**config.mk**
```make
export PLATFORM = sky130hd
export DESIGN_NAME = linear_interp_resampler_framer_core
export DESIGN_NICKNAME = d
export VERILOG_FILES = /design/src/hw/rtl/lirf_pkg.sv /design/src/hw/rtl/lirf_ctrl.sv /design/src/hw/rtl/lirf_dp.sv /design/src/hw/rtl/linear_interp_resampler_framer_core.sv
export SDC_FILE = /design/constraint.sdc
export NUM_CORES = 1
export LEC_CHECK = 0
export ABC_AREA = 1
export BUFFER_PORTS_ARGS = -buffer_cell sky130_fd_sc_hd__buf_4
export CORE_MARGIN = 4
export CORE_UTILIZATION = 57
export DETAILED_ROUTE_END_ITERATION = 10
export GPL_ROUTABILITY_DRIVEN = 1
export PLACE_DENSITY = 0.71
export SYNTH_ARGS = -nofsm -noshare
export SYNTH_HDL_FRONTEND = slang
export SYNTH_SLANG_ARGS = --single-unit
```
**constraint.sdc**
```tcl
create_clock -name clock -period 20.2 [get_ports clock]
set_clock_uncertainty 0.05 [all_clocks]
set_input_delay 4.04 -clock clock [delete_from_list [all_inputs] [get_ports clock]]
set_output_delay 4.04 -clock clock [all_outputs]
set_load 0.02 [all_outputs]
```
**src/hw/rtl/lirf_pkg.sv**
```systemverilog
package lirf_pkg;

   localparam int SAMPLE_W     = 16;
   localparam int PHASE_STEP_W = 20;
   localparam int FRAME_LEN_W  = 9;
   localparam int CSR_INDEX_W  = 1;
   localparam int MAX_RUN      = 16;
   localparam int RUN_W        = 4;

   localparam logic [CSR_INDEX_W-1:0] CSR_PHASE_STEP   = 1'b0;
   localparam logic [CSR_INDEX_W-1:0] CSR_FRAME_LENGTH = 1'b1;

   localparam logic [PHASE_STEP_W-1:0] PHASE_STEP_RESET   = 20'd98304;
   localparam logic [FRAME_LEN_W-1:0]  FRAME_LENGTH_RESET = 9'd200;

   localparam logic signed [SAMPLE_W-1:0] SAMPLE_MAX = 16'sh7fff;
   localparam logic signed [SAMPLE_W-1:0] SAMPLE_MIN = 16'sh8000;

   typedef enum logic [1:0] {
      ST_IDLE,
      ST_MUL,
      ST_EMIT
   } state_type;

   typedef struct packed {
      logic load;
      logic skip;
      logic mul;
      logic emit;
   } cmd_type;

   typedef struct packed {
      logic acc_below_one;
      logic run_last;
      logic out_free;
   } status_type;

endpackage

```
**src/hw/rtl/lirf_ctrl.sv**
```systemverilog
module lirf_ctrl
   import lirf_pkg::*;
(
   input  logic       clock,
   input  logic       reset,
   input  logic       req_valid,
   output logic       req_stall,
   input  status_type status,
   output cmd_type    cmd
);

   state_type state_ff;
   state_type state_in;

   always_ff @(posedge clock) begin
      if (reset) begin
         state_ff <= ST_IDLE;
      end else begin
         state_ff <= state_in;
      end
   end

   always_comb begin
      state_in = state_ff;
      unique case (state_ff)
         ST_IDLE: begin
            if (req_valid && status.acc_below_one) begin
               state_in = ST_MUL;
            end
         end
         ST_MUL: begin
            state_in = ST_EMIT;
         end
         ST_EMIT: begin
            if (status.out_free) begin
               state_in = status.run_last ? ST_IDLE : ST_MUL;
            end
         end
         default: begin
            state_in = ST_IDLE;
         end
      endcase
   end

   always_comb begin
      cmd       = '0;
      req_stall = 1'b1;
      unique case (state_ff)
         ST_IDLE: begin
            req_stall = 1'b0;
            if (req_valid) begin
               cmd.load = status.acc_below_one;
               cmd.skip = !status.acc_below_one;
            end
         end
         ST_MUL: begin
            cmd.mul = 1'b1;
         end
         ST_EMIT: begin
            cmd.emit = status.out_free;
         end
         default: begin
            cmd = '0;
         end
      endcase
   end

endmodule

```
**src/hw/rtl/lirf_dp.sv**
```systemverilog
module lirf_dp
   import lirf_pkg::*;
#(
   parameter int PHASE_FRAC_BITS = 16,
   parameter int MAX_FRAME       = 256
)
(
   input  logic                           clock,
   input  logic                           reset,
   input  cmd_type                        cmd,
   output status_type                     status,
   input  logic [PHASE_STEP_W-1:0]        phase_step,
   input  logic [FRAME_LEN_W-1:0]         frame_length,
   input  logic signed [SAMPLE_W-1:0]     req_sample_in,
   output logic                           rsp_valid,
   input  logic                           rsp_stall,
   output logic signed [SAMPLE_W-1:0]     rsp_sample_out,
   output logic                           rsp_frame_end,
   output logic                           rsp_run_last
);

   localparam int F      = PHASE_FRAC_BITS;
   localparam int ACC_W  = ((F > PHASE_STEP_W) ? F : PHASE_STEP_W) + 2;
   localparam int DIFF_W = SAMPLE_W + 1;
   localparam int PROD_W = DIFF_W + F + 1;
   localparam int TOT_W  = PROD_W + 1;
   localparam int INT_W  = TOT_W - F;
   localparam int CNT_W  = (MAX_FRAME > 2) ? $clog2(MAX_FRAME) : 1;
   localparam int LEN_W  = ((CNT_W + 1) > FRAME_LEN_W) ? (CNT_W + 1) : FRAME_LEN_W;

   localparam logic [ACC_W-1:0] PHASE_ONE = ACC_W'(1) << F;
   localparam logic [ACC_W-1:0] MIN_STEP  = PHASE_ONE >> 4;
   localparam logic [LEN_W-1:0] LEN_MAX   = LEN_W'(MAX_FRAME);

   logic [ACC_W-1:0]              acc_ff, acc_in;
   logic signed [SAMPLE_W-1:0]    prev_ff, prev_in;
   logic                          primed_ff, primed_in;
   logic [CNT_W-1:0]              cnt_ff, cnt_in;
   logic [RUN_W-1:0]              run_ff, run_in;
   logic signed [SAMPLE_W-1:0]    cur_ff, cur_in;
   logic signed [PROD_W-1:0]      prod_ff, prod_in;
   logic                          valid_ff, valid_in;
   logic signed [SAMPLE_W-1:0]    sample_ff, sample_in;
   logic                          fend_ff, fend_in;
   logic                          last_ff, last_in;

   logic [ACC_W-1:0]              step_eff;
   logic [ACC_W-1:0]              acc_sum;
   logic [ACC_W-1:0]              acc_wrap;
   logic signed [DIFF_W-1:0]      diff;
   logic signed [TOT_W-1:0]       total;
   logic signed [INT_W-1:0]       s_floor;
   logic signed [INT_W-1:0]       s_trunc;
   logic signed [SAMPLE_W-1:0]    s_sat;
   logic signed [SAMPLE_W-1:0]    s_out;
   logic [LEN_W-1:0]              len_eff;
   logic [LEN_W-1:0]              cnt_inc;
   logic                          frame_done;
   logic                          run_done;

   always_comb begin
      step_eff = (ACC_W'(phase_step) < MIN_STEP) ? MIN_STEP : ACC_W'(phase_step);
      acc_sum  = acc_ff + step_eff;
      acc_wrap = (acc_sum >= PHASE_ONE) ? (acc_sum - PHASE_ONE) : '0;
      run_done = (acc_sum >= PHASE_ONE) || (run_ff == RUN_W'(MAX_RUN - 1));

      diff = DIFF_W'(cur_ff) - DIFF_W'(prev_ff);
      total = (TOT_W'(prev_ff) <<< F) + TOT_W'(prod_ff);
      s_floor = INT_W'(total >>> F);
      s_trunc = s_floor + INT_W'(total[TOT_W-1] && (total[F-1:0] != '0));
      priority if (s_trunc > INT_W'(SAMPLE_MAX)) begin
         s_sat = SAMPLE_MAX;
      end else if (s_trunc < INT_W'(SAMPLE_MIN)) begin
         s_sat = SAMPLE_MIN;
      end else begin
         s_sat = SAMPLE_W'(s_trunc);
      end
      s_out = primed_ff ? s_sat : cur_ff;

      priority if (frame_length == '0) begin
         len_eff = LEN_W'(1);
      end else if (LEN_W'(frame_length) > LEN_MAX) begin
         len_eff = LEN_MAX;
      end else begin
         len_eff = LEN_W'(frame_length);
      end
      cnt_inc    = LEN_W'(cnt_ff) + LEN_W'(1);
      frame_done = cnt_inc >= len_eff;
   end

   always_comb begin
      acc_in    = acc_ff;
      prev_in   = prev_ff;
      primed_in = primed_ff;
      cnt_in    = cnt_ff;
      run_in    = run_ff;
      cur_in    = cur_ff;
      prod_in   = prod_ff;
      sample_in = sample_ff;
      fend_in   = fend_ff;
      last_in   = last_ff;
      valid_in  = valid_ff && rsp_stall;

      if (cmd.load) begin
         cur_in = req_sample_in;
         run_in = '0;
      end
      if (cmd.skip) begin
         acc_in    = acc_ff - PHASE_ONE;
         prev_in   = req_sample_in;
         primed_in = 1'b1;
      end
      if (cmd.mul) begin
         prod_in = PROD_W'(diff) * PROD_W'($signed({1'b0, acc_ff[F-1:0]}));
      end
      if (cmd.emit) begin
         valid_in  = 1'b1;
         sample_in = s_out;
         fend_in   = frame_done;
         last_in   = run_done;
         cnt_in    = frame_done ? '0 : cnt_inc[CNT_W-1:0];
         run_in    = run_ff + RUN_W'(1);
         if (run_done) begin
            acc_in    = acc_wrap;
            prev_in   = cur_ff;
            primed_in = 1'b1;
         end else begin
            acc_in = acc_sum;
         end
      end
   end

   always_ff @(posedge clock) begin
      if (reset) begin
         acc_ff    <= '0;
         prev_ff   <= '0;
         primed_ff <= 1'b0;
         cnt_ff    <= '0;
         run_ff    <= '0;
         valid_ff  <= 1'b0;
      end else begin
         acc_ff    <= acc_in;
         prev_ff   <= prev_in;
         primed_ff <= primed_in;
         cnt_ff    <= cnt_in;
         run_ff    <= run_in;
         valid_ff  <= valid_in;
      end
   end

   always_ff @(posedge clock) begin
      cur_ff    <= cur_in;
      prod_ff   <= prod_in;
      sample_ff <= sample_in;
      fend_ff   <= fend_in;
      last_ff   <= last_in;
   end

   assign status.acc_below_one = acc_ff < PHASE_ONE;
   assign status.run_last      = run_done;
   assign status.out_free      = !valid_ff || !rsp_stall;

   assign rsp_valid      = valid_ff;
   assign rsp_sample_out = sample_ff;
   assign rsp_frame_end  = fend_ff;
   assign rsp_run_last   = last_ff;

endmodule

```
**src/hw/rtl/linear_interp_resampler_framer_core.sv**
```systemverilog
// a request is taken in the idle state; each result of it then has its product registered
// in the multiply state by the one shared multiplier and enters the output register in the
// emit state once that register is free; a request making no result ends in idle. No new
// request is taken until a run ends; results stay in the output register while it is taken
// synchronous active-high reset: phase, history, frame count cleared, registers to defaults
module linear_interp_resampler_framer_core
   import lirf_pkg::*;
#(
   parameter int PHASE_FRAC_BITS = 16,
   parameter int MAX_FRAME       = 256
)
(
   input  logic                        clock,
   input  logic                        reset,
   input  logic                        req_valid,
   output logic                        req_stall,
   input  logic signed [SAMPLE_W-1:0]  req_sample_in,
   output logic                        rsp_valid,
   input  logic                        rsp_stall,
   output logic signed [SAMPLE_W-1:0]  rsp_sample_out,
   output logic                        rsp_frame_end,
   output logic                        rsp_run_last,
   input  logic                        csr_write,
   input  logic [CSR_INDEX_W-1:0]      csr_index,
   input  logic [PHASE_STEP_W-1:0]     csr_wdata
);

   logic [PHASE_STEP_W-1:0] phase_step_ff, phase_step_in;
   logic [FRAME_LEN_W-1:0]  frame_length_ff, frame_length_in;
   cmd_type                 cmd;
   status_type              status;

   always_comb begin
      phase_step_in   = phase_step_ff;
      frame_length_in = frame_length_ff;
      if (csr_write) begin
         unique case (csr_index)
            CSR_PHASE_STEP:   phase_step_in   = csr_wdata;
            CSR_FRAME_LENGTH: frame_length_in = csr_wdata[FRAME_LEN_W-1:0];
            default: begin
               phase_step_in = phase_step_ff;
            end
         endcase
      end
   end

   always_ff @(posedge clock) begin
      if (reset) begin
         phase_step_ff   <= PHASE_STEP_RESET;
         frame_length_ff <= FRAME_LENGTH_RESET;
      end else begin
         phase_step_ff   <= phase_step_in;
         frame_length_ff <= frame_length_in;
      end
   end

   lirf_ctrl u_ctrl (
      .clock     (clock),
      .reset     (reset),
      .req_valid (req_valid),
      .req_stall (req_stall),
      .status    (status),
      .cmd       (cmd)
   );

   lirf_dp #(
      .PHASE_FRAC_BITS (PHASE_FRAC_BITS),
      .MAX_FRAME       (MAX_FRAME)
   ) u_dp (
      .clock          (clock),
      .reset          (reset),
      .cmd            (cmd),
      .status         (status),
      .phase_step     (phase_step_ff),
      .frame_length   (frame_length_ff),
      .req_sample_in  (req_sample_in),
      .rsp_valid      (rsp_valid),
      .rsp_stall      (rsp_stall),
      .rsp_sample_out (rsp_sample_out),
      .rsp_frame_end  (rsp_frame_end),
      .rsp_run_last   (rsp_run_last)
   );

endmodule

```
==> metrics.txt <==
Worst-Margin Slew 1.09 ns; most frequent cell after synthesis inv_1; total grt overflow 0; gpl congestion 0.949; Setup TNS Final 0 ns; crit end category flip-flop; ANT cells 0; critical hold path startpoint phase_step_ff[9]; CORE AREA 0.0357 sq mm; clk buf depth 2; FF+latch count, synth 151; Setup Fix Bufs, Post-CTS 0; cts hold-fix bufs 0; Critical Path Most Common Cell fa_1; CP top delay family adder cells; worst IR drop on VDD 0.0603 mV; power per cell area 95.5 mW/mm^2; CP arrival 8.73 ns; Filler cells 3265; Vias 17600; syn avg cell area 7.57 sq um; Final ANT Viol Nets 0; P&R area growth vs syn 6.86%; Starting Density 58.0%; Post-synth EDFFs 68; cell accounting for the most synthesized area fa_1; Finish-stage setup viols 0; number of port buffers 61; WS Path Type reg2reg; # nets final 3235; H-tree level count 4; Synth Flop Type dfxtp_1; wire length per cell 17.3 um; CTS tree done; largest net degree at the start of global routing 39; largest cells by area after synthesis fa_1, inv_1, edfxtp_1; share of cells above drive strength 1 6.71%; fin crit period 8.60 ns; Period Utilization, post-route 42.6%; Post-synth top cells inv_1, nand2_1, nor2_1, fa_1, ha_1; GRT Util Overall 29.1%; max-slew violations 0; number of vias per cell 5.45; HP Class reg2reg; PostCTS Resize Cnt 0; # Max-Cap Violations 0; Bufs and invs on worst path 6; Syn. warnings 0; Post-Syn Nets 3212; TritonCTS Buffers 17; drt pass-1 iters 5; vias in the first global route 17700; Worst EP required 20.33 ns; Root Buffer clkbuf_16; initial DRC count 1389; Die Wd 199 um; Rows 69; CP startpoint u_dp.cur_ff[0]; crit path max fanout 12; Slowest Stage Delay on Critical Path 0.95 ns; Die Span Y 199 um; DR DRC count 0; Max Clock Freq 116 MHz; clk sinks 151; worst r2r src u_dp.cur_ff[0]; Clock transition at path regs 0.07 ns; leak pwr 11.3 nW; result of the run finished clean; unrepaired setup endpoints after global routing false; Max-slew headroom 26.9%; ys async rst share 0%; final hold slack 0.408 ns; hpwl dp 46.2 mm; clock latency on the worst-skew pair 0.46 ns; Final Hold Viols 0; # IOs 62; slowest cell on the critical path fa_1; synth unique cells 51; Post-Route WL 56.0 mm; top-area cell type share of the netlist area 26.7%; initial antenna violation count 0; crit path launch type flip-flop; first-pass GRT wire length 90.7 mm; register area share after synthesis 17.9%; synthesized cell area 0.0207 sq mm; post-synthesis cell count 2736; Die ar. 0.0395 sq mm
## cells in the final DEF, fill, tap and decap left out, types with 5 or more instances in the layout
cell	count
a21oi_1	156
a21oi_2	10
a31oi_1	5
buf_4	70
clkbuf_16	17
clkinv_1	9
dfxtp_1	83
edfxtp_1	68
fa_1	276
ha_1	158
inv_1	592
inv_2	9
inv_8	5
nand2_1	543
nand2_2	15
nand3_1	120
nand3_2	9
nand3b_1	8
nand4_1	24
nor2_1	320
nor2_2	11
nor3_1	13
nor4_1	12
o21ai_0	70
o21ai_1	10
o21bai_1	6
or2_2	21
xnor2_1	38
xor2_1	41
## report_power, final
part / leakage [nW] / internal [mW] / total, mW / switching, mW
sequential: 1.31 / 0.406 / 0.453 / 0.0468
combinational: 9.71 / 0.404 / 1.34 / 0.938
clock: 0.291 / 0.171 / 0.320 / 0.150
total: 11.3 / 0.981 / 2.12 / 1.13
## tightest hold or removal path: stages (launching register included)
cell     delay (ns)
dfxtp_1        0.30
inv_1          0.06
a21oi_1        0.06
## per-layer routing
layer,vias to the layer above,part of all wire (%),track usage (%)
met5,-,0,0
met4,0,2.0,6.99
met3,80,8.1,5.44
met2,704,47,47.8
met1,8442,43,40.4
li1,8407,-,-
## sequential cells by signal, summed over array words and instances (netlist names)
register,count
u_ctrl.state_ff,2
u_dp.acc_ff,22
u_dp.rsp_valid,1
phase_step_ff,20
u_dp.primed_ff,1
u_dp.rsp_frame_end,1
u_dp.rsp_sample_out,16
u_dp.cnt_ff,8
u_dp.rsp_run_last,1
u_dp.prod_ff,34
frame_length_ff,9
u_dp.run_ff,4
u_dp.prev_ff,16
u_dp.cur_ff,16
## final timing paths
path	end	slack, ns	cells after the start
worst max-delay path	u_dp.prod_ff[33]	11.60	30
worst min-delay path	phase_step_ff[9]	0.41	2
worst max register to register	u_dp.prod_ff[33]	11.60	30
worst min register to register	phase_step_ff[9]	0.41	2
## cells by family (layout without fill, tap and decap cells)
logic type	count (synthesis)	count (layout)	share of synthesized area, %
compound gates	287	287	7.61
xor+xnor	79	79	3.34
fa+ha+maj	434	434	36.2
buf+inv	676	712	12.4
flops	151	151	17.9
mux	1	1	0.0543
simple gates	1108	1108	22.5
## cell type report
class	count	area [sq um]	area share [%]
clock buffer	19	453	2.05
multi-input combinational	1909	14500	65.3
tap	461	577	2.60
timing repair buffer	70	526	2.37
sequential	151	3700	16.7
inverter	610	2290	10.3
clock inverter	13	134	0.605
## stage by stage
stage               area, sq um  setup slack [ns]  instances  power, mW  util, %
floorplan                 20700             12.62       2736       1.39        -
global placement          21600             11.83       3201       1.74     60.3
detailed placement        21600             11.63       3201       1.77     60.3
CTS                       22100             11.63       3233       2.09     62.0
global route              22100             11.03       3233       2.29     62.0
finish                    22100             11.60       3233       2.12     62.0
Note: power is estimated with default switching activity, not from simulation.
